### config.mk
export PLATFORM = sky130hd
export DESIGN_NAME = machine_timer_compare_regs_unit_flat
export DESIGN_NICKNAME = d
export VERILOG_FILES = /design/src/mtcr_pkg.sv /design/src/mtcr_req_if.sv /design/src/mtcr_rsp_if.sv /design/src/mtcr_core.sv /design/src/machine_timer_compare_regs_unit.sv /design/src/flat_wrapper.sv
export SDC_FILE = /design/constraint.sdc
export NUM_CORES = 1
export LEC_CHECK = 0
export ABC_AREA = 1
export BUFFER_PORTS_ARGS = -buffer_cell sky130_fd_sc_hd__buf_2
export CAP_MARGIN = 20
export CORE_MARGIN = 4
export CORE_UTILIZATION = 47
export DETAILED_ROUTE_END_ITERATION = 8
export GPL_TIMING_DRIVEN = 0
export SLEW_MARGIN = 20
export SYNTH_ARGS = -nofsm -noshare
export SYNTH_HDL_FRONTEND = slang
export SYNTH_HIERARCHICAL = 1
export SYNTH_SLANG_ARGS = --single-unit
### constraint.sdc
create_clock -name clk -period 5.35 [get_ports clk]
set_input_delay 0.535 -clock clk [delete_from_list [all_inputs] [get_ports clk]]
set_output_delay 0.535 -clock clk [all_outputs]
set_load 0.02 [all_outputs]
### src/mtcr_pkg.sv
`timescale 1ns / 1ps

package mtcr_pkg;

	typedef enum logic [1:0] {
		CMD_TICK  = 2'd0,
		CMD_READ  = 2'd1,
		CMD_WRITE = 2'd2
	} cmd_t;

	// Register word offsets (byte address divided by four).
	localparam logic [7:0] OFS_CONTROL = 8'd0;
	localparam logic [7:0] OFS_CONFIG  = 8'd64;
	localparam logic [7:0] OFS_TIME_LO = 8'd65;
	localparam logic [7:0] OFS_TIME_HI = 8'd66;
	localparam logic [7:0] OFS_CMP_LO  = 8'd67;
	localparam logic [7:0] OFS_CMP_HI  = 8'd68;
	localparam logic [7:0] OFS_ENABLE  = 8'd69;
	localparam logic [7:0] OFS_PENDING = 8'd70;
	localparam logic [7:0] OFS_TEST    = 8'd71;

	localparam logic [31:0] CONFIG_RESET  = 32'h0001_0000;
	localparam logic [63:0] COMPARE_RESET = {64{1'b1}};

	typedef struct packed {
		logic [1:0]  command;
		logic [7:0]  word_offset;
		logic [31:0] write_data;
	} req_t;

	typedef struct packed {
		logic [31:0] read_data;
		logic        bad_offset;
		logic        intr_out;
		logic        machine_timer_out;
	} rsp_t;

endpackage

### src/mtcr_req_if.sv
`timescale 1ns / 1ps

interface mtcr_req_if;
	logic        valid;
	logic        ready;
	logic [1:0]  command;
	logic [7:0]  word_offset;
	logic [31:0] write_data;

	modport source (output valid, command, word_offset, write_data, input ready);
	modport sink (input valid, command, word_offset, write_data, output ready);
endinterface

### src/mtcr_rsp_if.sv
`timescale 1ns / 1ps

interface mtcr_rsp_if;
	logic        valid;
	logic        ready;
	logic [31:0] read_data;
	logic        bad_offset;
	logic        intr_out;
	logic        machine_timer_out;

	modport source (output valid, read_data, bad_offset, intr_out, machine_timer_out,
		input ready);
	modport sink (input valid, read_data, bad_offset, intr_out, machine_timer_out,
		output ready);
endinterface

### src/mtcr_core.sv
`timescale 1ns / 1ps

module mtcr_core
	import mtcr_pkg::*;
(
	input  logic clk,
	input  logic arst_n,
	input  logic go,
	input  req_t item,
	output rsp_t result
);

	logic [31:0] ctrl_q, cfg_q, ie_q, is_q, test_q;
	logic [63:0] time_q, cmp_q, target_q;
	logic        armed_q, intr_q, mtip_q;

	logic [31:0] ctrl_d, cfg_d, ie_d, is_d, test_d;
	logic [63:0] time_d, cmp_d, target_d;
	logic        armed_d, intr_d, mtip_d;

	logic [63:0] time_inc;
	logic [63:0] cmp_new;
	logic [31:0] rdata;
	logic        mapped;
	logic        bad;
	logic        fire;

	always_comb begin
		unique case (item.word_offset)
			OFS_CONTROL, OFS_CONFIG, OFS_TIME_LO, OFS_TIME_HI, OFS_CMP_LO,
			OFS_CMP_HI, OFS_ENABLE, OFS_PENDING, OFS_TEST: mapped = 1'b1;
			default: mapped = 1'b0;
		endcase
	end

	assign time_inc = time_q + 64'd1;

	always_comb begin
		ctrl_d   = ctrl_q;
		cfg_d    = cfg_q;
		ie_d     = ie_q;
		is_d     = is_q;
		test_d   = test_q;
		time_d   = time_q;
		cmp_d    = cmp_q;
		target_d = target_q;
		armed_d  = armed_q;
		intr_d   = intr_q;
		mtip_d   = mtip_q;
		rdata    = '0;
		bad      = 1'b0;
		fire     = 1'b0;
		cmp_new  = cmp_q;

		case (item.command)
			CMD_TICK: begin
				time_d = time_inc;
				fire   = armed_q && (time_inc >= target_q);
			end
			CMD_READ: begin
				if (!mapped) begin
					bad = 1'b1;
				end else begin
					case (item.word_offset)
						OFS_CONTROL: rdata = ctrl_q;
						OFS_CONFIG:  rdata = cfg_q;
						OFS_TIME_LO: rdata = time_q[31:0];
						OFS_TIME_HI: rdata = time_q[63:32];
						OFS_CMP_LO:  rdata = cmp_q[31:0];
						OFS_CMP_HI:  rdata = cmp_q[63:32];
						OFS_ENABLE:  rdata = ie_q;
						OFS_PENDING: rdata = is_q;
						OFS_TEST:    rdata = test_q;
						default:     rdata = '0;
					endcase
				end
			end
			CMD_WRITE: begin
				if (!mapped) begin
					bad = 1'b1;
				end else begin
					case (item.word_offset)
						OFS_CONTROL: ctrl_d = item.write_data;
						OFS_CONFIG:  cfg_d  = item.write_data;
						OFS_ENABLE:  ie_d   = item.write_data;
						OFS_PENDING: is_d   = is_q & ~item.write_data;
						OFS_TEST: begin
							test_d = item.write_data;
							if (ie_q[0] && item.write_data[0]) begin
								is_d[0] = 1'b1;
								intr_d  = 1'b1;
							end
						end
						OFS_CMP_LO, OFS_CMP_HI: begin
							if (item.word_offset == OFS_CMP_LO) begin
								cmp_new = {cmp_q[63:32], item.write_data};
							end else begin
								cmp_new = {item.write_data, cmp_q[31:0]};
							end
							cmp_d = cmp_new;
							// The compare is only evaluated while the timer is active.
							if (ctrl_q[0]) begin
								if (cmp_new <= time_q) begin
									fire = 1'b1;
								end else begin
									mtip_d   = 1'b0;
									intr_d   = 1'b0;
									target_d = cmp_new;
									armed_d  = 1'b1;
								end
							end
						end
						default: ;
					endcase
				end
			end
			default: ;
		endcase

		// Firing raises the core line, flags pending when enabled and disarms.
		if (fire) begin
			mtip_d  = 1'b1;
			armed_d = 1'b0;
			if (ie_q[0]) begin
				is_d[0] = 1'b1;
				intr_d  = 1'b1;
			end
		end
	end

	assign result.read_data         = rdata;
	assign result.bad_offset        = bad;
	assign result.intr_out          = intr_d;
	assign result.machine_timer_out = mtip_d;

	always_ff @(posedge clk or negedge arst_n) begin
		if (!arst_n) begin
			ctrl_q   <= '0;
			cfg_q    <= CONFIG_RESET;
			ie_q     <= '0;
			is_q     <= '0;
			test_q   <= '0;
			time_q   <= '0;
			cmp_q    <= COMPARE_RESET;
			target_q <= '0;
			armed_q  <= 1'b0;
			intr_q   <= 1'b0;
			mtip_q   <= 1'b0;
		end else if (go) begin
			ctrl_q   <= ctrl_d;
			cfg_q    <= cfg_d;
			ie_q     <= ie_d;
			is_q     <= is_d;
			test_q   <= test_d;
			time_q   <= time_d;
			cmp_q    <= cmp_d;
			target_q <= target_d;
			armed_q  <= armed_d;
			intr_q   <= intr_d;
			mtip_q   <= mtip_d;
		end
	end

endmodule

### src/machine_timer_compare_regs_unit.sv
`timescale 1ns / 1ps

// Channel  Direction  Carries
// req      sink       command, word_offset, write_data
// rsp      source     read_data, bad_offset, intr_out, machine_timer_out
//
// Every beat on req yields exactly one beat on rsp, through the input register and
// then the result register. One beat per cycle is sustained unless rsp is stalled;
// the rate is set by the combinational register update and 64-bit increment and
// compare in mtcr_core. Reset brings the core registers and valid flags to their
// defined values at once; no clearing pass. A stall on rsp holds the result register
// and the input register in turn, and req.ready falls only when both are full.

module machine_timer_compare_regs_unit
	import mtcr_pkg::*;
(
	input logic         clk,
	input logic         arst_n,
	mtcr_req_if.sink    req,
	mtcr_rsp_if.source  rsp
);

	// Input register: the accepted beat waits here until the core can process it.
	req_t req_s1;
	logic req_valid_s1;

	// Result register: holds the finished result until the sink takes it.
	rsp_t rsp_q;
	logic rsp_valid_q;

	rsp_t result;
	logic advance;

	// The core commits state for the item in the input register whenever the result
	// register is free or being emptied in this cycle.
	assign advance   = req_valid_s1 && (!rsp_valid_q || rsp.ready);
	assign req.ready = !req_valid_s1 || advance;

	always_ff @(posedge clk or negedge arst_n) begin
		if (!arst_n) begin
			req_valid_s1 <= 1'b0;
		end else if (req.ready) begin
			req_valid_s1 <= req.valid;
		end
	end

	always_ff @(posedge clk) begin
		if (req.valid && req.ready) begin
			req_s1.command     <= req.command;
			req_s1.word_offset <= req.word_offset;
			req_s1.write_data  <= req.write_data;
		end
	end

	mtcr_core u_core (
		.clk    (clk),
		.arst_n (arst_n),
		.go     (advance),
		.item   (req_s1),
		.result (result)
	);

	always_ff @(posedge clk or negedge arst_n) begin
		if (!arst_n) begin
			rsp_valid_q <= 1'b0;
		end else if (advance) begin
			rsp_valid_q <= 1'b1;
		end else if (rsp.ready) begin
			rsp_valid_q <= 1'b0;
		end
	end

	always_ff @(posedge clk) begin
		if (advance) begin
			rsp_q <= result;
		end
	end

	assign rsp.valid             = rsp_valid_q;
	assign rsp.read_data         = rsp_q.read_data;
	assign rsp.bad_offset        = rsp_q.bad_offset;
	assign rsp.intr_out          = rsp_q.intr_out;
	assign rsp.machine_timer_out = rsp_q.machine_timer_out;

endmodule
### src/flat_wrapper.sv
// flat-port wrapper written by rule: the top's interface ports become plain ports
module machine_timer_compare_regs_unit_flat import mtcr_pkg::*;
  (clk, arst_n, req_valid, req_command, req_word_offset, req_write_data, req_ready, rsp_valid, rsp_read_data, rsp_bad_offset, rsp_intr_out, rsp_machine_timer_out, rsp_ready);
  mtcr_req_if req_i ();
  mtcr_rsp_if rsp_i ();
  input logic clk;
  input logic arst_n;
  input wire logic [$bits(req_i.valid)-1:0] req_valid;
  input wire logic [$bits(req_i.command)-1:0] req_command;
  input wire logic [$bits(req_i.word_offset)-1:0] req_word_offset;
  input wire logic [$bits(req_i.write_data)-1:0] req_write_data;
  output wire logic [$bits(req_i.ready)-1:0] req_ready;
  output wire logic [$bits(rsp_i.valid)-1:0] rsp_valid;
  output wire logic [$bits(rsp_i.read_data)-1:0] rsp_read_data;
  output wire logic [$bits(rsp_i.bad_offset)-1:0] rsp_bad_offset;
  output wire logic [$bits(rsp_i.intr_out)-1:0] rsp_intr_out;
  output wire logic [$bits(rsp_i.machine_timer_out)-1:0] rsp_machine_timer_out;
  input wire logic [$bits(rsp_i.ready)-1:0] rsp_ready;
  assign req_i.valid = req_valid;
  assign req_i.command = req_command;
  assign req_i.word_offset = req_word_offset;
  assign req_i.write_data = req_write_data;
  assign req_ready = req_i.ready;
  assign rsp_valid = rsp_i.valid;
  assign rsp_read_data = rsp_i.read_data;
  assign rsp_bad_offset = rsp_i.bad_offset;
  assign rsp_intr_out = rsp_i.intr_out;
  assign rsp_machine_timer_out = rsp_i.machine_timer_out;
  assign rsp_i.ready = rsp_ready;
  machine_timer_compare_regs_unit u_core (.clk(clk), .arst_n(arst_n), .req(req_i), .rsp(rsp_i));
endmodule
==> results of run 1 <==
## worst paths after layout
kind | from | to | slack, ns | depth (start not counted)
setup / recovery | u_core/u_core/time_q[0]$_DFFE_PN0P_ | u_core/rsp.intr_out$_DFFE_PP_ | 0.27 | 23
min in group asynchronous | arst_n | u_core/u_core/cfg_q[11]$_DFFE_PN0P_ | 0.43 | 2
max in group asynchronous | arst_n | u_core/u_core/cmp_q[57]$_DFFE_PN1P_ | 3.43 | 5
hold reg to reg | u_core/req_s1[31]$_DFFE_PP_ | u_core/u_core/is_q[31]$_DFFE_PN0P_ | 0.46 | 1
setup reg to reg | u_core/u_core/time_q[0]$_DFFE_PN0P_ | u_core/rsp.intr_out$_DFFE_PP_ | 0.27 | 23
hold / removal | req_write_data[4] | u_core/req_s1[4]$_DFFE_PP_ | 0.1 | 1
## cell type report
class | instances | area (um2) | share of cell area, %
Buffer | 113 | 515.5 | 1.936
Clock buffer | 68 | 1430 | 5.370
Clock inverter | 23 | 301.5 | 1.132
Inverter | 412 | 1546 | 5.807
Multi-Input combinational cell | 1876 | 10000 | 37.57
Sequential cell | 434 | 11330 | 42.53
Tap cell | 664 | 830.8 | 3.120
Timing Repair Buffer | 98 | 675.6 | 2.537
## power groups by stage
stage	Combinational (mW)	Clock, mW	Sequential [mW]
2_1_floorplan	0.589	0	3.68
3_3_place_gp	0.949	0	3.70
3_5_place_dp	1.00	0	3.70
4_1_cts	1.01	3.66	3.64
5_1_grt	1.15	3.81	3.66
6_report	1.03	3.59	3.65
## state kept, by name (all words and copies together), names as in the netlist, 32 cells and up
signal / flops
u_core/rsp.read_data: 32
u_core/u_core/ctrl_q: 32
u_core/req_s1: 42
u_core/u_core/ie_q: 32
u_core/u_core/cfg_q: 32
u_core/u_core/is_q: 32
u_core/u_core/cmp_q: 64
u_core/u_core/time_q: 64
u_core/u_core/test_q: 32
u_core/u_core/target_q: 64
## metrics by stage
stage | util (%) | hold WS (ns) | TNS [ns] | worst slack, ns | cells
after floorplan | - | 0.2394 | 0 | 1.351 | 2836
after global placement | 50.10 | 0.4380 | -1307.02 | -3.487 | 3582
after detailed placement | 50.52 | 0.4510 | -1.757 | -0.1132 | 3589
after CTS | 54.11 | 0.06482 | 0 | 0.1150 | 3681
after global routing | 54.29 | 0.06886 | 0 | 0.008616 | 3688
final | 54.29 | 0.09801 | 0 | 0.2663 | 3688
## worst max-delay path, cell delays in order, from the launching register on
cell,delay (ns)
sky130_fd_sc_hd__dfrtp_1,0.47
sky130_fd_sc_hd__ha_1,0.31
sky130_fd_sc_hd__nand3_1,0.27
sky130_fd_sc_hd__nor2_2,0.29
sky130_fd_sc_hd__nand2_1,0.13
sky130_fd_sc_hd__nor3_1,0.19
sky130_fd_sc_hd__nand4_1,0.19
sky130_fd_sc_hd__nor2_1,0.27
sky130_fd_sc_hd__nand2_1,0.18
sky130_fd_sc_hd__nor2_2,0.22
sky130_fd_sc_hd__nand4_1,0.23
sky130_fd_sc_hd__xor2_1,0.24
sky130_fd_sc_hd__ha_1,0.21
sky130_fd_sc_hd__a21oi_1,0.14
sky130_fd_sc_hd__o21ai_0,0.09
sky130_fd_sc_hd__a21oi_1,0.23
sky130_fd_sc_hd__nand2_1,0.15
sky130_fd_sc_hd__a21oi_1,0.16
sky130_fd_sc_hd__nand3_1,0.18
sky130_fd_sc_hd__nand2_1,0.12
sky130_fd_sc_hd__nand2_1,0.08
sky130_fd_sc_hd__nand2_1,0.11
sky130_fd_sc_hd__nand3_1,0.20
sky130_fd_sc_hd__buf_4,0.20
## synthesized netlist by cell type (4+ instances only)
library cell / n / share of area [%]
sky130_fd_sc_hd__o22ai_1: 23 / 0.62
sky130_fd_sc_hd__xor2_1: 52 / 2.0
sky130_fd_sc_hd__buf_4: 8 / 0.26
sky130_fd_sc_hd__dfstp_2: 65 / 7.3
sky130_fd_sc_hd__nor2_1: 215 / 3.5
sky130_fd_sc_hd__ha_1: 132 / 7.1
sky130_fd_sc_hd__nand3_1: 61 / 1.3
sky130_fd_sc_hd__nor4_1: 11 / 0.29
sky130_fd_sc_hd__a221oi_1: 35 / 1.3
sky130_fd_sc_hd__a21oi_1: 137 / 2.9
sky130_fd_sc_hd__o2111ai_1: 5 / 0.19
sky130_fd_sc_hd__buf_1: 10 / 0.16
sky130_fd_sc_hd__nand2_1: 675 / 11
sky130_fd_sc_hd__buf_6: 5 / 0.24
sky130_fd_sc_hd__clkbuf_1: 78 / 1.3
sky130_fd_sc_hd__a21boi_0: 26 / 0.84
sky130_fd_sc_hd__o21ai_1: 106 / 2.3
sky130_fd_sc_hd__nor2_2: 4 / 0.11
sky130_fd_sc_hd__inv_2: 8 / 0.13
sky130_fd_sc_hd__edfxtp_1: 77 / 9.9
sky130_fd_sc_hd__inv_1: 404 / 6.5
sky130_fd_sc_hd__buf_2: 13 / 0.28
sky130_fd_sc_hd__o21ai_0: 265 / 5.7
sky130_fd_sc_hd__o21bai_1: 4 / 0.13
sky130_fd_sc_hd__nand4_1: 44 / 1.2
sky130_fd_sc_hd__o21a_1: 5 / 0.16
sky130_fd_sc_hd__dfrtp_1: 292 / 31
sky130_fd_sc_hd__a211oi_1: 22 / 0.71
sky130_fd_sc_hd__nor3_1: 31 / 0.66
## logic make-up after synthesis
kind of cell,synth area share (%)
AOI/OAI and AO/OA,15.07
xor gates and xnor gates,1.952
adders and majority gates,7.078
buffers and inverters,8.821
DFF,48.55
muxes,0.04290
and+or+nand+nor,18.49
## metal layers
| layer | vias up | part of all wire [%] |
|---|---|---|
| met5 | - | 0 |
| met4 | 0 | 3.0 |
| met3 | 132 | 8.3 |
| met2 | 870 | 45 |
| met1 | 10100 | 44 |
| li1 | 9600 | - |
## repair_timing
item / in CTS / in global routing
cloned: 0 / 0
endpoints found under the setup margin: 60 / 67
hold buffers: 1 / 0
buffers inserted: 0 / 8
gates resized for setup: 4 / 16
endpoints found under the hold margin: 25 / 0
pin swaps: 0 / 2
==> report_table.html, run 1 <==
<table>
<tr><th>Metric</th><th>Value</th></tr>
<tr><th colspan="2">Placed design</th></tr>
<tr><td>Post-placement cell area</td><td>0.02478 mm2</td></tr>
<tr><td>Count of buffers inserted at the top-level ports</td><td>82</td></tr>
<tr><td>Post-detail-place hpwl</td><td>62.42 mm</td></tr>
<tr><td>Routability Congestion</td><td>0.9855</td></tr>
<tr><th colspan="2">Global route</th></tr>
<tr><td>Layer carrying the most global-route usage</td><td>met2</td></tr>
<tr><td>Overflow after GRT</td><td>0</td></tr>
<tr><td>Met1 Use GR</td><td>43.99%</td></tr>
<tr><td>Antenna violations before repair</td><td>0</td></tr>
<tr><td>Maximum number of pins on one net before global-route repair</td><td>97</td></tr>
<tr><td>Via count of the first global-routing pass</td><td>20,020</td></tr>
<tr><td>First-pass GRT wire length</td><td>122.7 mm</td></tr>
<tr><td>Total global routing track utilization</td><td>30.18%</td></tr>
<tr><td>Met3 demand-to-capacity share in global routing</td><td>4.701%</td></tr>
<tr><td>Met2 Resource Use GR</td><td>46.71%</td></tr>
<tr><th colspan="2">Route</th></tr>
<tr><td>Antenna violation net count after detailed routing</td><td>0</td></tr>
<tr><td>Detailed-route wire length</td><td>81.12 mm</td></tr>
<tr><td>Vias per Instance</td><td>5.614</td></tr>
<tr><td>Length of the first detailed-routing pass in iterations</td><td>6</td></tr>
<tr><td>DR DRC count</td><td>0</td></tr>
<tr><td>Routed WL per cell</td><td>22.00 um</td></tr>
<tr><td>Vias after detailed routing</td><td>20,700</td></tr>
<tr><td>Number of DRC violations after detailed-routing iteration 0</td><td>2,437</td></tr>
<tr><th colspan="2">Setup path</th></tr>
<tr><td>Worst endpoint data arrival time</td><td>5.45 ns</td></tr>
<tr><td>Capturing element type of the critical path</td><td>flop</td></tr>
<tr><td>Required time of the worst setup path</td><td>5.72 ns</td></tr>
<tr><td>Critical path peak fanout</td><td>5</td></tr>
<tr><td>CP startpoint kind</td><td>flop</td></tr>
<tr><td>Setup CP Type</td><td>reg2reg</td></tr>
<tr><th colspan="2">Flow run</th></tr>
<tr><td>Number of max-cap violations</td><td>0</td></tr>
<tr><th colspan="2">Timing</th></tr>
<tr><td>Actual transition at the worst max-transition pin</td><td>0.9310 ns</td></tr>
<tr><td>Final critical delay including setup and external delays</td><td>5.084 ns</td></tr>
<tr><td>Worst clock skew</td><td>0.02764 ns</td></tr>
<tr><td>Number of endpoints with negative hold slack in the final report</td><td>0</td></tr>
<tr><td>Final period utilization</td><td>95.02%</td></tr>
<tr><td>Final Setup Violations</td><td>0</td></tr>
<tr><td>Timing-limited maximum frequency</td><td>0.1967 GHz</td></tr>
<tr><td>Unrepaired setup endpoints after global routing</td><td>no</td></tr>
<tr><td>Final-report max-slew violation count</td><td>0</td></tr>
<tr><td>Worst slew margin relative to its limit</td><td>37.93%</td></tr>
<tr><th colspan="2">Power and ir drop</th></tr>
<tr><td>Power Dens Cells</td><td>310.5 mW/mm2</td></tr>
<tr><td>Overall power</td><td>8.269 mW</td></tr>
<tr><td>Internal power contribution</td><td>5.976 mW</td></tr>
<tr><td>IR Drop Worst-Case VDD</td><td>0.2729 mV</td></tr>
<tr><td>Clk network pwr share</td><td>43.5%</td></tr>
<tr><td>Reg power frac</td><td>44.1%</td></tr>
<tr><td>Combinational cell fraction of total power</td><td>12.4%</td></tr>
<tr><td>Net switching component of the power</td><td>2.294 mW</td></tr>
<tr><td>Sw frac</td><td>27.74%</td></tr>
<tr><td>Pleak</td><td>12.40 nW</td></tr>
<tr><th colspan="2">Floorplanning</th></tr>
<tr><td>Die Y-Extent</td><td>230.8 um</td></tr>
<tr><td>Starting Density</td><td>47.57%</td></tr>
<tr><td>Die Area</td><td>0.05327 mm2</td></tr>
<tr><td>Floorplan die width</td><td>230.8 um</td></tr>
<tr><td>Area of the placeable core</td><td>0.04905 mm2</td></tr>
<tr><td>Number of ports placed on the die boundary</td><td>83</td></tr>
<tr><td>Placement row count</td><td>81</td></tr>
<tr><th colspan="2">Layout</th></tr>
<tr><td>Commonest non-fill, non-tap cell in the layout</td><td>sky130_fd_sc_hd__nand2_1</td></tr>
<tr><td>Total non-filler cell area in the finished layout</td><td>0.02663 mm2</td></tr>
<tr><td>Final net count</td><td>3,162</td></tr>
<tr><td>Antenna diode count</td><td>0</td></tr>
<tr><td>Commonest non-fill, non-tap cells in the layout</td><td>sky130_fd_sc_hd__nand2_1 (675), sky130_fd_sc_hd__inv_1 (403), sky130_fd_sc_hd__dfrtp_1 (292), sky130_fd_sc_hd__o21ai_0 (265), sky130_fd_sc_hd__nor2_1 (212)</td></tr>
<tr><td>Count of fill cells added during filler insertion</td><td>4,695</td></tr>
<tr><td>Area Overhead vs Synth</td><td>14.14%</td></tr>
<tr><td>Ratio of cells with drive above 1 in the final layout</td><td>9.954%</td></tr>
<tr><th colspan="2">Yosys</th></tr>
<tr><td>Yosys cell types</td><td>44</td></tr>
<tr><td>Most frequently used flop master after synthesis</td><td>sky130_fd_sc_hd__dfrtp_1</td></tr>
<tr><td>Netlist Area Pre-Place</td><td>0.02333 mm2</td></tr>
<tr><td>Fraction of synthesis flops using an asynchronous set or reset pin</td><td>82.26%</td></tr>
<tr><td>Share of synthesized area occupied by flip-flops and latches</td><td>48.55%</td></tr>
<tr><td>Avg Cell Area, Syn</td><td>8.227 um2</td></tr>
<tr><td>Mapped Cells</td><td>2,836</td></tr>
<tr><td>Count of flip-flops with a built-in enable after synthesis</td><td>77</td></tr>
<tr><td>Total nets after synthesis</td><td>3,014</td></tr>
<tr><td>Yosys warns</td><td>6</td></tr>
<tr><td>Count of state elements after synthesis</td><td>434</td></tr>
<tr><th colspan="2">Worst hold path</th></tr>
<tr><td>Hold Path Class</td><td>in2reg</td></tr>
<tr><th colspan="2">Clocking</th></tr>
<tr><td>Clock insertion delay at the later pin of the skew report</td><td>0.61 ns</td></tr>
<tr><td>Total CTS buffers</td><td>49</td></tr>
<tr><td>Clock transition at the registers of the reported paths</td><td>0.06 ns</td></tr>
<tr><td>Deepest clock path buffer count</td><td>3</td></tr>
<tr><td>Total clock sinks</td><td>434</td></tr>
<tr><td>CTS tree</td><td>built</td></tr>
<tr><td>Max H-tree Level</td><td>2</td></tr>
<tr><td>Cell at the root of the clock tree</td><td>sky130_fd_sc_hd__clkbuf_16</td></tr>
<tr><th colspan="2">Run status</th></tr>
<tr><td>Result of the run</td><td>finished clean</td></tr>
</table>
Power figures use the tool's default switching activity.
==> run 2, diff against run 1 <==
--- a/config.mk
+++ b/config.mk
@@ -12,6 +12,7 @@
 export CORE_UTILIZATION = 47
 export DETAILED_ROUTE_END_ITERATION = 8
 export GPL_TIMING_DRIVEN = 0
+export REMOVE_ABC_BUFFERS = 1
 export SLEW_MARGIN = 20
 export SYNTH_ARGS = -nofsm -noshare
 export SYNTH_HDL_FRONTEND = slang
==> run 2 against run 1 <==
  * Critical path depth down 5
  * Register-to-register slack worse by 0.02 ns
  * Global-route usage down 3.7 points
  * Design area up 0.75%
  * Wire length down 12%
==> report_table.html, run 2 (synthesis gave the netlist of run 1 again) <==
<table>
<tr><th>Metric</th><th>Value</th></tr>
<tr><th colspan="2">Placed design</th></tr>
<tr><td>Count of buffers inserted at the top-level ports</td><td>82 (unchanged)</td></tr>
<tr><td>Post-detail-place hpwl</td><td>51.68 mm (-17%)</td></tr>
<tr><td>Routability Congestion</td><td>0.9236 (-6.3%)</td></tr>
<tr><td>Post-Place Cells</td><td>3,512 (-2.1%)</td></tr>
<tr><th colspan="2">Setup path</th></tr>
<tr><td>Capturing element type of the critical path</td><td>flop</td></tr>
<tr><td>Critical path peak fanout</td><td>28 (+23)</td></tr>
<tr><td>Required time of the worst setup path</td><td>5.80 ns (+0.08 ns)</td></tr>
<tr><td>Setup CP Type</td><td>reg2reg</td></tr>
<tr><td>CP startpoint kind</td><td>flop</td></tr>
<tr><td>Worst endpoint data arrival time</td><td>5.56 ns (+0.11 ns)</td></tr>
<tr><th colspan="2">Global route</th></tr>
<tr><td>First-pass GRT wire length</td><td>110.8 mm (-9.7%)</td></tr>
<tr><td>Total global routing track utilization</td><td>26.51% (-3.7 points)</td></tr>
<tr><td>Antenna violations before repair</td><td>0 (unchanged)</td></tr>
<tr><td>Via count of the first global-routing pass</td><td>19,340 (-3.4%)</td></tr>
<tr><td>Maximum number of pins on one net before global-route repair</td><td>94 (-3.1%)</td></tr>
<tr><td>Overflow after GRT</td><td>0 (unchanged)</td></tr>
<tr><th colspan="2">Flow run</th></tr>
<tr><td>Number of max-cap violations</td><td>0 (unchanged)</td></tr>
<tr><th colspan="2">Timing</th></tr>
<tr><td>Number of endpoints with negative hold slack in the final report</td><td>0 (unchanged)</td></tr>
<tr><td>Timing-limited maximum frequency</td><td>0.1959 GHz (-0.40%)</td></tr>
<tr><td>Final period utilization</td><td>95.40% (+0.38 points)</td></tr>
<tr><td>Worst clock skew</td><td>0.02248 ns (-0.005156 ns)</td></tr>
<tr><td>Final Setup Violations</td><td>0 (unchanged)</td></tr>
<tr><td>Final-report max-slew violation count</td><td>0 (unchanged)</td></tr>
<tr><td>Final critical delay including setup and external delays</td><td>5.104 ns (+0.02018 ns)</td></tr>
<tr><td>Actual transition at the worst max-transition pin</td><td>0.8219 ns (-0.1091 ns)</td></tr>
<tr><td>Worst slew margin relative to its limit</td><td>45.20% (+7.3 points)</td></tr>
<tr><th colspan="2">Clocking</th></tr>
<tr><td>CTS tree</td><td>built</td></tr>
<tr><td>Cell at the root of the clock tree</td><td>sky130_fd_sc_hd__clkbuf_16</td></tr>
<tr><td>Total clock sinks</td><td>434 (unchanged)</td></tr>
<tr><td>Total CTS buffers</td><td>49 (unchanged)</td></tr>
<tr><td>Max H-tree Level</td><td>2 (unchanged)</td></tr>
<tr><td>Deepest clock path buffer count</td><td>3 (unchanged)</td></tr>
<tr><td>Clock insertion delay at the later pin of the skew report</td><td>0.59 ns (-0.02 ns)</td></tr>
<tr><td>Clock transition at the registers of the reported paths</td><td>0.06 ns (about the same)</td></tr>
<tr><th colspan="2">Route</th></tr>
<tr><td>Total length of routed met2 wires</td><td>32.02 mm (-11%)</td></tr>
<tr><td>Top Layer Used</td><td>met4</td></tr>
<tr><td>Post-route met1 wirelength</td><td>33.01 mm (-7.9%)</td></tr>
<tr><td>Met3 Wirelength</td><td>4.211 mm (-37%)</td></tr>
<tr><td>Number of DRC violations after detailed-routing iteration 0</td><td>1,922 (-21%)</td></tr>
<tr><td>Antenna violation net count after detailed routing</td><td>0 (unchanged)</td></tr>
<tr><td>Length of the first detailed-routing pass in iterations</td><td>5 (-1)</td></tr>
<tr><td>Detailed-route wire length</td><td>71.18 mm (-12%)</td></tr>
<tr><td>DR DRC count</td><td>0 (unchanged)</td></tr>
<tr><td>Vias after detailed routing</td><td>19,710 (-4.8%)</td></tr>
<tr><td>Vias per Instance</td><td>5.452 (-2.9%)</td></tr>
<tr><td>Routed WL per cell</td><td>19.69 um (-10%)</td></tr>
<tr><th colspan="2">Floorplanning</th></tr>
<tr><td>Number of ports placed on the die boundary</td><td>83 (unchanged)</td></tr>
<tr><td>Die Area</td><td>0.05327 mm2 (unchanged)</td></tr>
<tr><td>Placement row count</td><td>81 (unchanged)</td></tr>
<tr><td>Die Y-Extent</td><td>230.8 um (unchanged)</td></tr>
<tr><td>Starting Density</td><td>47.57% (unchanged)</td></tr>
<tr><td>Area of the placeable core</td><td>0.04905 mm2 (unchanged)</td></tr>
<tr><td>Floorplan die width</td><td>230.8 um (unchanged)</td></tr>
<tr><th colspan="2">Power and ir drop</th></tr>
<tr><td>Net switching component of the power</td><td>2.228 mW (-2.9%)</td></tr>
<tr><td>Internal power contribution</td><td>6.003 mW (+0.46%)</td></tr>
<tr><td>IR Drop Worst-Case VDD</td><td>0.2506 mV (-8.2%)</td></tr>
<tr><td>Combinational cell fraction of total power</td><td>12.0% (-0.4 points)</td></tr>
<tr><td>Power Dens Cells</td><td>306.8 mW/mm2 (-1.2%)</td></tr>
<tr><td>Clk network pwr share</td><td>43.7% (+0.2 points)</td></tr>
<tr><td>Reg power frac</td><td>44.3% (+0.2 points)</td></tr>
<tr><td>Pleak</td><td>12.56 nW (+1.3%)</td></tr>
<tr><td>Sw frac</td><td>27.07% (-0.67 points)</td></tr>
<tr><td>Overall power</td><td>8.231 mW (-0.47%)</td></tr>
<tr><th colspan="2">Layout</th></tr>
<tr><td>Area Overhead vs Synth</td><td>14.99%</td></tr>
<tr><td>Ratio of cells with drive above 1 in the final layout</td><td>11.25% (+1.3 points)</td></tr>
<tr><td>Commonest non-fill, non-tap cells in the layout</td><td>sky130_fd_sc_hd__nand2_1 (669), sky130_fd_sc_hd__inv_1 (401), sky130_fd_sc_hd__dfrtp_1 (292), sky130_fd_sc_hd__o21ai_0 (256), sky130_fd_sc_hd__nor2_1 (210)</td></tr>
<tr><td>Leading registers by flop count</td><td>u_core/u_core/cmp_q (64), u_core/u_core/target_q (64), u_core/u_core/time_q (64)</td></tr>
<tr><td>Count of fill cells added during filler insertion</td><td>4,642 (-1.1%)</td></tr>
<tr><td>Antenna diode count</td><td>0 (unchanged)</td></tr>
<tr><td>Count of placed standard cells in the final layout, fillers left out</td><td>3,615 (-2.0%)</td></tr>
<tr><td>Final net count</td><td>3,088 (-2.3%)</td></tr>
<tr><td>Commonest non-fill, non-tap cell in the layout</td><td>sky130_fd_sc_hd__nand2_1</td></tr>
<tr><th colspan="2">Worst hold path</th></tr>
<tr><td>Hold Path Class</td><td>in2reg</td></tr>
<tr><th colspan="2">Run status</th></tr>
<tr><td>Result of the run</td><td>finished clean</td></tr>
</table>
-- run 2: cell types whose count changed in the layout (fill, tap and decap cells not counted), sizes merged --
cell / change
clkbuf: -71
clkinvlp: -3
buf: +2
inv: -1
-- run 2: power by group through the flow --
stage	registers (mW)	clock network [mW]	logic (mW)
after global routing	3.66	3.83	1.12
after floorplan	3.68	0	0.582
after global placement	3.70	0	0.926
final	3.64	3.60	0.989
after CTS	3.64	3.69	0.987
after detailed placement	3.70	0	0.973
-- run 2: cell type report --
cell class	instances	area, um2	area share, %
Multi-Input combinational cell	1876	10100	37.66
Inverter	412	1578	5.880
Clock inverter	18	222.7	0.8301
Timing Repair inverter	1	8.758	0.03264
Sequential cell	434	11330	42.22
Clock buffer	74	1515	5.647
Tap cell	664	830.8	3.096
Timing Repair Buffer	136	1244	4.635
-- run 2: layer usage --
| metal | up-vias | track usage (%) |
|---|---|---|
| met3 | 142 | 4.134 |
| met1 | 9514 | 37.66 |
| met2 | 598 | 42.12 |
| met4 | 0 | 8.081 |
| li1 | 9456 | - |
| met5 | - | 0 |
-- run 2: final timing paths --
| kind | from | end | slack, ns | cells after the start |
|---|---|---|---|---|
| max in group asynchronous | arst_n | u_core/u_core/cmp_q[59]$_DFFE_PN1P_ | 3.76 | 4 |
| min in group asynchronous | arst_n | u_core/u_core/is_q[12]$_DFFE_PN0P_ | 0.38 | 2 |
| max | u_core/req_s1[37]$_DFFE_PP_ | u_core/u_core/target_q[53]$_DFFE_PN0P_ | 0.25 | 18 |
| min | req_write_data[14] | u_core/req_s1[14]$_DFFE_PP_ | 0.11 | 1 |
| min reg2reg | u_core/req_s1[24]$_DFFE_PP_ | u_core/u_core/is_q[24]$_DFFE_PN0P_ | 0.45 | 1 |
| max reg2reg | u_core/req_s1[37]$_DFFE_PP_ | u_core/u_core/target_q[53]$_DFFE_PN0P_ | 0.25 | 18 |
-- run 2: worst max-delay path: stages, from the launching register on --
cell                       delay [ns]
sky130_fd_sc_hd__edfxtp_1        0.35
sky130_fd_sc_hd__or2_1           0.31
sky130_fd_sc_hd__nor3_4          0.35
sky130_fd_sc_hd__buf_4           0.18
sky130_fd_sc_hd__nand3_2         0.55
sky130_fd_sc_hd__o21ai_1         0.65
sky130_fd_sc_hd__ha_1            0.22
sky130_fd_sc_hd__nand2_1         0.06
sky130_fd_sc_hd__nor3_1          0.47
sky130_fd_sc_hd__inv_1           0.12
sky130_fd_sc_hd__nor3_1          0.26
sky130_fd_sc_hd__nand2_1         0.09
sky130_fd_sc_hd__nand2_1         0.12
sky130_fd_sc_hd__nand3_1         0.15
sky130_fd_sc_hd__nor3_4          0.34
sky130_fd_sc_hd__buf_8           0.22
sky130_fd_sc_hd__inv_2           0.27
sky130_fd_sc_hd__nor2_1          0.18
sky130_fd_sc_hd__a21oi_1         0.05
-- run 2: what timing repair did --
item	CTS	global route
resized for setup	12	13
gates cloned	0	1
endpoints found under the setup margin	70	46
setup buffers	2	7
hold endpoints to repair	16	0
hold buffers	1	0
pin swaps	1	3
-- run 2: through the flow --
stage | cell area (um2) | setup TNS (ns) | hold WS, ns | worst slack [ns] | util (%)
floorplan | 22820 | -176.32 | 0.2394 | -3.225 | -
global placement | 24060 | -2716.45 | 0.4437 | -9.280 | 49.05
detailed placement | 24940 | -55.19 | 0.4021 | -1.102 | 50.84
CTS | 26750 | 0 | 0.07793 | 0.02321 | 54.53
global route | 26830 | -0.08337 | 0.09008 | -0.03554 | 54.70
finish | 26830 | 0 | 0.1132 | 0.2461 | 54.70
